[src/sv/pcsb_pkg.sv]
// shared constants, types and tables of the point to scan min-range binner
// used by pcsb_ctrl, pcsb_datapath and point_cloud_to_scan_binning_top
package pcsb_pkg;

    localparam int NUM_BINS     = 512;
    localparam int BIN_W        = $clog2(NUM_BINS);
    localparam int COORD_W      = 24;
    localparam int RANGE_W      = 24;
    localparam int SEL_W        = 9;
    localparam int STATUS_W     = 3;
    localparam int ANGLE_W      = 16;
    localparam int HEIGHT_W     = 24;
    localparam int CFG_IDX_W    = 4;
    localparam int CFG_DATA_W   = 24;
    localparam int CNT_W        = (BIN_W > 5) ? BIN_W : 5;
    localparam int MUL_W        = (COORD_W > RANGE_W) ? COORD_W : RANGE_W;
    localparam int SQ_W         = 2 * MUL_W + 1;
    localparam int SQRT_STEPS   = COORD_W;
    localparam int SCALE_SH     = 24;
    localparam int CX_W         = COORD_W + SCALE_SH + 3;
    localparam int Z_W          = 34;
    localparam int CORDIC_STEPS = 28;
    localparam int DIVD_W       = ANGLE_W + 1;
    localparam int MUL_STEPS    = 4;
    localparam int SAT_RANGE    = (1 << RANGE_W) - 1;

    localparam logic [STATUS_W-1:0] ST_LOWERED = 3'd0;
    localparam logic [STATUS_W-1:0] ST_KEPT    = 3'd1;
    localparam logic [STATUS_W-1:0] ST_INVALID = 3'd2;
    localparam logic [STATUS_W-1:0] ST_HEIGHT  = 3'd3;
    localparam logic [STATUS_W-1:0] ST_NEAR    = 3'd4;
    localparam logic [STATUS_W-1:0] ST_FAR     = 3'd5;
    localparam logic [STATUS_W-1:0] ST_ANGLE   = 3'd6;
    localparam logic [STATUS_W-1:0] ST_READOUT = 3'd7;

    localparam logic [CFG_IDX_W-1:0] CFG_MIN_HEIGHT  = 4'd0;
    localparam logic [CFG_IDX_W-1:0] CFG_MAX_HEIGHT  = 4'd1;
    localparam logic [CFG_IDX_W-1:0] CFG_RANGE_LOWER = 4'd2;
    localparam logic [CFG_IDX_W-1:0] CFG_RANGE_UPPER = 4'd3;
    localparam logic [CFG_IDX_W-1:0] CFG_ANGLE_START = 4'd4;
    localparam logic [CFG_IDX_W-1:0] CFG_ANGLE_END   = 4'd5;
    localparam logic [CFG_IDX_W-1:0] CFG_ANGLE_STEP  = 4'd6;
    localparam logic [CFG_IDX_W-1:0] CFG_EMPTY_VALUE = 4'd7;

    typedef enum logic [3:0] {
        DP_NONE, DP_CLEAR, DP_LOAD, DP_MUL, DP_SQRT, DP_CHECK, DP_CINIT, DP_CORDIC,
        DP_ANGLE, DP_DIV, DP_DIV_B, DP_BIN, DP_MEM_READ, DP_UPDATE, DP_DELIVER
    } t_dp_op;

    typedef enum logic [3:0] {
        S_CLEAR, S_IDLE, S_DISPATCH, S_MUL, S_SQRT, S_CHECK, S_CINIT, S_CORDIC,
        S_ANGLE, S_DIV, S_DIV_B, S_BIN, S_MEM_READ, S_UPDATE, S_DONE
    } t_state;

    typedef struct packed {
        t_dp_op           op;
        logic [CNT_W-1:0] cnt;
    } t_dp_cmd;

    typedef struct packed {
        logic is_read;
        logic is_invalid;
        logic range_reject;
        logic angle_reject;
    } t_dp_sts;

    // arctangent of 2^-i in units of 2^-32 turn
    function automatic logic [Z_W-1:0] atan_lut(input logic [4:0] idx);
        logic [Z_W-1:0] v;
        case (idx)
            5'd0:    v = Z_W'(536870912);
            5'd1:    v = Z_W'(316933406);
            5'd2:    v = Z_W'(167458907);
            5'd3:    v = Z_W'(85004756);
            5'd4:    v = Z_W'(42667331);
            5'd5:    v = Z_W'(21354465);
            5'd6:    v = Z_W'(10679838);
            5'd7:    v = Z_W'(5340245);
            5'd8:    v = Z_W'(2670163);
            5'd9:    v = Z_W'(1335087);
            5'd10:   v = Z_W'(667544);
            5'd11:   v = Z_W'(333772);
            5'd12:   v = Z_W'(166886);
            5'd13:   v = Z_W'(83443);
            5'd14:   v = Z_W'(41722);
            5'd15:   v = Z_W'(20861);
            5'd16:   v = Z_W'(10430);
            5'd17:   v = Z_W'(5215);
            5'd18:   v = Z_W'(2608);
            5'd19:   v = Z_W'(1304);
            5'd20:   v = Z_W'(652);
            5'd21:   v = Z_W'(326);
            5'd22:   v = Z_W'(163);
            5'd23:   v = Z_W'(81);
            5'd24:   v = Z_W'(41);
            5'd25:   v = Z_W'(20);
            5'd26:   v = Z_W'(10);
            5'd27:   v = Z_W'(5);
            default: v = '0;
        endcase
        return v;
    endfunction

endpackage

[src/sv/pcsb_ctrl.sv]
// sequencing state machine of the binner: handshakes, step counts, clearing pass
// depends on pcsb_pkg
module pcsb_ctrl (
    input  logic              i_clk,
    input  logic              i_rst_n,
    input  logic              i_valid,
    output logic              o_ready,
    output logic              o_valid,
    input  logic              i_ready,
    input  pcsb_pkg::t_dp_sts i_sts,
    output pcsb_pkg::t_dp_cmd o_cmd
);
    import pcsb_pkg::*;

    t_state           r_state, n_state;
    logic [CNT_W-1:0] r_cnt, n_cnt;
    logic             r_div_b, n_div_b;
    logic             r_out_valid, n_out_valid;
    logic             out_free;

    assign out_free = !r_out_valid || i_ready;

    always_ff @(posedge i_clk) begin
        if (!i_rst_n) begin
            r_state     <= S_CLEAR;
            r_cnt       <= '0;
            r_div_b     <= 1'b0;
            r_out_valid <= 1'b0;
        end else begin
            r_state     <= n_state;
            r_cnt       <= n_cnt;
            r_div_b     <= n_div_b;
            r_out_valid <= n_out_valid;
        end
    end

    // next state
    always_comb begin
        n_state = r_state;
        n_cnt   = r_cnt + CNT_W'(1);
        n_div_b = r_div_b;
        case (r_state)
            S_CLEAR: begin
                if (r_cnt == CNT_W'(NUM_BINS - 1)) begin
                    n_state = S_IDLE;
                end
            end
            S_IDLE: begin
                n_cnt = '0;
                if (i_valid) begin
                    n_state = S_DISPATCH;
                end
            end
            S_DISPATCH: begin
                n_cnt = '0;
                if (i_sts.is_read) begin
                    n_state = S_MEM_READ;
                end else if (i_sts.is_invalid) begin
                    n_state = S_DONE;
                end else begin
                    n_state = S_MUL;
                end
            end
            S_MUL: begin
                if (r_cnt == CNT_W'(MUL_STEPS - 1)) begin
                    n_state = S_SQRT;
                    n_cnt   = '0;
                end
            end
            S_SQRT: begin
                if (r_cnt == CNT_W'(SQRT_STEPS - 1)) begin
                    n_state = S_CHECK;
                end
            end
            S_CHECK: begin
                n_state = i_sts.range_reject ? S_DONE : S_CINIT;
            end
            S_CINIT: begin
                n_state = S_CORDIC;
                n_cnt   = '0;
            end
            S_CORDIC: begin
                if (r_cnt == CNT_W'(CORDIC_STEPS - 1)) begin
                    n_state = S_ANGLE;
                end
            end
            S_ANGLE: begin
                n_cnt   = '0;
                n_div_b = 1'b0;
                n_state = i_sts.angle_reject ? S_DONE : S_DIV;
            end
            S_DIV: begin
                if (r_cnt == CNT_W'(DIVD_W - 1)) begin
                    n_state = r_div_b ? S_BIN : S_DIV_B;
                end
            end
            S_DIV_B: begin
                n_cnt   = '0;
                n_div_b = 1'b1;
                n_state = S_DIV;
            end
            S_BIN:      n_state = S_MEM_READ;
            S_MEM_READ: n_state = S_UPDATE;
            S_UPDATE:   n_state = S_DONE;
            S_DONE: begin
                if (out_free) begin
                    n_state = S_IDLE;
                end
            end
            default:    n_state = S_IDLE;
        endcase
    end

    // outputs
    always_comb begin
        o_cmd.op    = DP_NONE;
        o_cmd.cnt   = r_cnt;
        o_ready     = 1'b0;
        n_out_valid = r_out_valid && !i_ready;
        case (r_state)
            S_CLEAR:    o_cmd.op = DP_CLEAR;
            S_IDLE: begin
                o_ready = 1'b1;
                if (i_valid) begin
                    o_cmd.op = DP_LOAD;
                end
            end
            S_DISPATCH: o_cmd.op = DP_NONE;
            S_MUL:      o_cmd.op = DP_MUL;
            S_SQRT:     o_cmd.op = DP_SQRT;
            S_CHECK:    o_cmd.op = DP_CHECK;
            S_CINIT:    o_cmd.op = DP_CINIT;
            S_CORDIC:   o_cmd.op = DP_CORDIC;
            S_ANGLE:    o_cmd.op = DP_ANGLE;
            S_DIV:      o_cmd.op = DP_DIV;
            S_DIV_B:    o_cmd.op = DP_DIV_B;
            S_BIN:      o_cmd.op = DP_BIN;
            S_MEM_READ: o_cmd.op = DP_MEM_READ;
            S_UPDATE:   o_cmd.op = DP_UPDATE;
            S_DONE: begin
                if (out_free) begin
                    o_cmd.op    = DP_DELIVER;
                    n_out_valid = 1'b1;
                end
            end
            default:    o_cmd.op = DP_NONE;
        endcase
    end

    assign o_valid = r_out_valid;

endmodule

[config.mk]
export PLATFORM = sky130hd
export DESIGN_NAME = pcsb_ctrl
export DESIGN_NICKNAME = d
export VERILOG_FILES = /design/src/sv/pcsb_pkg.sv /design/src/sv/pcsb_ctrl.sv
export SDC_FILE = /design/constraint.sdc
export NUM_CORES = 1
export LEC_CHECK = 0
export BUFFER_PORTS_ARGS = -buffer_cell sky130_fd_sc_hd__buf_2
export CELL_PAD_IN_SITES_DETAIL_PLACEMENT = 2
export CELL_PAD_IN_SITES_GLOBAL_PLACEMENT = 2
export CORE_MARGIN = 3
export CORE_UTILIZATION = 33
export DETAILED_ROUTE_END_ITERATION = 10
export GPL_TIMING_DRIVEN = 0
export PLACE_DENSITY = 0.89
export SKIP_CTS_REPAIR_TIMING = 1
export SLEW_MARGIN = 15
export SYNTH_ARGS = -nofsm -noshare
export SYNTH_HDL_FRONTEND = slang
export SYNTH_SLANG_ARGS = --single-unit
[constraint.sdc]
create_clock -name i_clk -period 3.3 [get_ports i_clk]
set_clock_uncertainty 0.15 [all_clocks]
set_input_delay 0.33 -clock i_clk [delete_from_list [all_inputs] [get_ports i_clk]]
set_output_delay 0.33 -clock i_clk [all_outputs]
set_load 0.005 [all_outputs]
* Word-level counts from Yosys, hierarchy flattened
Index checks and enable logic that the tools add are counted.
** Word-level totals
- Flip-flop bits (word level) :: 15
- Input bits :: 8
- Logic and storage cells :: 61
** Operators by class
- Add/sub/neg operators :: 1
- Eq/ne operators :: 26
- Muxes and demuxes :: 22
- Reductions and logical operators :: 8
** Operators by type and width (number)
- 4-bit one-hot mux with 15 select lines :: 1
- 4-bit one-hot mux with 14 select lines :: 1
- 4-bit 2-to-1 mux :: 11
- 4-bit == test (second input constant) :: 7
- 9-bit by 5-bit == test with 1-bit output (second input constant) :: 3
- 9-bit one-hot mux with 2 select lines :: 1
- 4-bit by 3-bit == test with 1-bit output (second input constant) :: 4
- 2-bit inequality test (second input constant) :: 7
- 9-bit by 1-bit adder with 9-bit output (second input constant) :: 1
- 9-bit by 2-bit == test with 1-bit output (second input constant) :: 1
- 9-bit == test (second input constant) :: 1
- 9-bit 2-to-1 mux :: 1
- 4-bit by 2-bit == test with 1-bit output (second input constant) :: 2
- 7-bit AND reduction :: 1
- 5-bit OR reduction :: 1
- 4-bit by 1-bit == test with 1-bit output (second input constant) :: 1
- 4-bit logical NOT :: 1
- 1-bit 2-to-1 mux :: 4
- 3-bit 2-to-1 mux :: 1
- 1-bit logical NOT :: 2
- 2-bit 2-to-1 mux :: 1
- 1-bit one-hot mux with 2 select lines :: 1
- 2-bit nonzero test :: 1
- 1-bit logical AND :: 1
- 1-bit logical OR :: 1

* Longest topological paths before layout
- Depth after elaboration :: 4
- Depth in mapped cells :: 10
- Mapped depth without buffers :: 9

* Worst setup path after synthesis
OpenSTA, ideal clock, no wires.
- Path type :: flip-flop to flip-flop
- From :: reg r_cnt[0]
- To :: reg r_state[0]
- Library setup time :: 0.072 ns
- Data arrival time :: 1.929 ns
- Required time :: 3.078 ns
- Slack :: 1.150 ns
- Cell stages (with the launch flop) :: 11
- Buffers on the path :: 1
- Path through :: dfxtp_1 > ha_1 > nand3_1 > nor2_1 > and3_1 > ha_1 > a21oi_1 > a221oi_2 > and3_1 > buf_6 > mux2i_1
** On the way
- Cells in the longest elaborated chain, start to end :: 3
- Elaborated cells between the ends (all ways) :: 11
- Classes of those cells :: eq/ne (10); reduce/logical (1)
** RTL lines
- from (decl) :: line pcsb_ctrl.sv:16 : logic [CNT_W-1:0] r_cnt, n_cnt;
- from (signal assigned) :: line pcsb_ctrl.sv:31 : r_cnt <= n_cnt;
- 9-bit by 5-bit == test with 1-bit output (tied with other cells) :: line pcsb_ctrl.sv:93 : if (r_cnt == CNT_W'(DIVD_W - 1)) begin
- 2-bit inequality test (no source line)
- 7-bit AND reduction (no source line) *
- to (signal assigned) :: line pcsb_ctrl.sv:30 : r_state <= n_state;
- to (decl) :: line pcsb_ctrl.sv:15 : t_state r_state, n_state;
Every way passes the cells marked *; elsewhere a longest branch is shown, timed or not.
A chain may end at the register's enable or synchronous reset.

* Worst setup path in the final report
- From :: reg r_cnt[0]
- To :: reg r_state[2]
The elaborated chain is that of the path after synthesis.

==> impl_metrics.sql <==
INSERT INTO impl_metrics (metric_group, metric, value, unit) VALUES
('setup_path', 'startpoint', 'r_cnt[0]', ''),
('sta', 'period_share', '78.1', '%'),
('setup_path', 'category_of_cells_accounting_for_the_largest_share_of_critical_path_delay', 'simple AND/OR/NAND/NOR gates', ''),
('cts', 'numCtsBuffers', '3', ''),
('setup_path', 'slowest_delay', '0.45', 'ns'),
('setup_path', 'endpoint_kind', 'flop', ''),
('finish', 'util_after_layout', '41.2', '%'),
('route', 'drtPass1Iterations', '4', ''),
('yosys', 'synth.yosys.seq_area_share', '27.6', '%'),
('sta', 'grt_setup_unrepaired', 'no', ''),
('grt', 'pin_count_of_the_biggest_net_entering_global_routing', '11', ''),
('finish', 'post_route_cells_drive_above_1_share', '25.2', '%'),
('finish', 'fin_area', '1280', 'um^2'),
('cts', 'htreeDepth', '1', ''),
('yosys', 'netlist_instances', '137', ''),
('yosys', 'synth.lib_cells_used.distinct', '46', ''),
('finish', 'final_common_cell', 'sky130_fd_sc_hd__buf_2', ''),
('setup_path', 'worst-setup-path-type', 'reg -> reg', ''),
('placement', 'dp.final_hpwl', '2.76', 'mm'),
('min_path', 'holdPathStages', '3', ''),
('sta', 'timing_hold_violations_final', '0', ''),
('sta', 'timing.final.setup_violations', '0', ''),
('floorplan', 'initial_utilization', '35.0', '%'),
('finish', 'diode_insertion_count_for_antenna_repair', '0', ''),
('floorplan', 'fp.coreArea', '3100', 'um^2'),
('floorplan', 'fp.dieH', '63.4', 'um'),
('route', 'routed_via_density', '5.45', ''),
('sta', 'layout_min_cycle_time', '2.58', 'ns'),
('flow_run', 'cap_viol_max_count', '0', ''),
('route', 'ant_nets', '0', ''),
('cts', 'clock-sinks', '15', ''),
('route', 'initialDrtViolationCount', '72', ''),
('finish', 'num-fill-cells', '396', ''),
('yosys', 'synthesis.nets', '149', ''),
('finish', 'final_nets', '176', ''),
('setup_path', 'critical_path_rt', '3.37', 'ns'),
('yosys', 'ys.warnings.count', '0', ''),
('route', 'totalWireLength', '3.63', 'mm'),
('grt', 'grt_pass1_vias', '1241', ''),
('setup_path', 'worst_r2r_path_depth', '10', ''),
('sta', 'drv_slew', '0', ''),
('cts', 'clock_latency', '0.29', 'ns'),
('pwr', 'power_per_cell_area', '255', 'nW/um^2'),
('outcome', 'outcome', 'complete, no violations', ''),
('setup_path', 'cp_max_fo', '6', ''),
('cts', 'cts_tree', 'done', ''),
('min_path', 'worst_hold_path_type', 'in -> reg', ''),
('setup_path', 'crit_slowest_cell', 'sky130_fd_sc_hd__dfxtp_1', ''),
('sta', 'fin_setup_tns', '0', 'ns'),
('sta', 'timing.max_slew.rel_slack', '65.2', '%'),
('pwr', 'leakagePower', '0.535', 'nW'),
('sta', 'worst_pin_slew', '0.522', 'ns'),
('cts', 'clockBufferDepth', '2', ''),
('pwr', 'maximum_vdd_drop', '147', 'uV'),
('finish', 'area_delta_synth_final', '17.7', '%'),
('yosys', 'synth-edff-count', '0', ''),
('finish', 'most-common-layout-cells', 'sky130_fd_sc_hd__buf_2 (25), sky130_fd_sc_hd__nor2_1 (15), sky130_fd_sc_hd__dfxtp_1 (15)', ''),
('grt', 'wire_length_of_the_first_global_routing_pass', '6.60', 'mm'),
('setup_path', 'r2r_setup_slack', '0.72', 'ns'),
('min_path', 'worst_hold_startpoint', 'i_rst_n', ''),
('setup_path', 'cp-start-kind', 'flop', ''),
('route', 'drc', '0', ''),
('route', 'post_drt_wl_per_cell', '17.6', 'um'),
('setup_path', 'critPathArrivalTime', '2.65', 'ns'),
('setup_path', 'worst_r2r_endpoint', 'r_state[2]', ''),
('sta', 'achievable-frequency', '388', 'MHz'),
('finish', 'multiInputGateArea', '692', 'um^2'),
('yosys', 'avgSynthCellArea', '7.93', 'um^2'),
('setup_path', 'crit_buf_inv', '1', ''),
('yosys', 'dominantRegCellSynth', 'sky130_fd_sc_hd__dfxtp_1', ''),
('min_path', 'timing.hold.worst_endpoint', 'r_state[1]', '');
==> flip-flops by register name (all words and copies together), names as in the netlist <==
name / flops
r_div_b: 1
r_state: 4
o_valid: 1
r_cnt: 9
==> how the worst max path moves through the flow <==
stage | slack (ns) | endpoint | depth (start not counted)
2_1_floorplan | 1.15 | r_state[0] | 10
3_3_place_gp | 0.95 | r_state[1] | 10
3_5_place_dp | 0.83 | r_state[2] | 10
4_1_cts | 0.71 | r_state[2] | 10
5_1_grt | 0.52 | r_state[2] | 10
6_report | 0.72 | r_state[2] | 10
==> logic make-up after synthesis <==
| logic type | after synthesis | synth area share (%) |
|---|---|---|
| xor gates and xnor gates | 6 | 4.84 |
| adders and majority gates | 4 | 4.61 |
| DFF | 15 | 27.6 |
| buffers and inverters | 18 | 8.64 |
| muxes | 5 | 4.72 |
| AOI/OAI and AO/OA | 30 | 19.7 |
| and+or+nand+nor | 59 | 29.8 |
==> synthesized netlist by cell type (4+ instances only) <==
| master | n | area (um^2) |
|---|---|---|
| sky130_fd_sc_hd__a211oi_1 | 5 | 37.5 |
| sky130_fd_sc_hd__mux2i_1 | 4 | 40.0 |
| sky130_fd_sc_hd__dfxtp_1 | 15 | 300 |
| sky130_fd_sc_hd__nor2b_1 | 4 | 25.0 |
| sky130_fd_sc_hd__nor3_1 | 4 | 20.0 |
| sky130_fd_sc_hd__ha_1 | 4 | 50.1 |
| sky130_fd_sc_hd__a21oi_1 | 4 | 20.0 |
| sky130_fd_sc_hd__o21ai_0 | 5 | 25.0 |
| sky130_fd_sc_hd__nor2_1 | 15 | 56.3 |
| sky130_fd_sc_hd__a31oi_1 | 5 | 31.3 |
| sky130_fd_sc_hd__nand2_1 | 13 | 48.8 |
| sky130_fd_sc_hd__inv_1 | 6 | 22.5 |
==> per-layer routing <==
layer	routed length [um]	vias up	GRT usage (%)
li1	-	542	-
met1	1640	557	27.2
met2	1830	25	35.2
met3	133	4	3.39
met4	25	0	2.43
met5	0	-	0
==> through the flow <==
step / total power, mW / hold WS [ns] / setup slack (ns)
after global routing: 0.344 / 0.203 / 0.518
after CTS: 0.332 / 0.193 / 0.713
after floorplan: 0.207 / 0.305 / 1.15
after global placement: 0.219 / 0.322 / 0.949
after detailed placement: 0.222 / 0.368 / 0.828
final: 0.326 / 0.191 / 0.724
==> final cells by class <==
class / instances / area share, %
clock inverters: 1 / 0.391
flip-flops and latches: 15 / 23.5
inverters: 7 / 2.05
well taps: 44 / 4.31
multi-input cells: 104 / 54.1
repair buffers: 22 / 8.61
plain buffers: 11 / 5.28
clock buffers: 3 / 1.76
==> worst min-delay path, stage by stage <==
cell and delay [ns]:
sky130_fd_sc_hd__buf_2 0.13, sky130_fd_sc_hd__nand2_1 0.06, sky130_fd_sc_hd__mux2i_1 0.06
==> report_power, final <==
part	switching [mW]	internal, mW
registers	0.00404	0.184
logic	0.0152	0.0138
clock network	0.0639	0.0452
(Power assumes the default switching activity.)
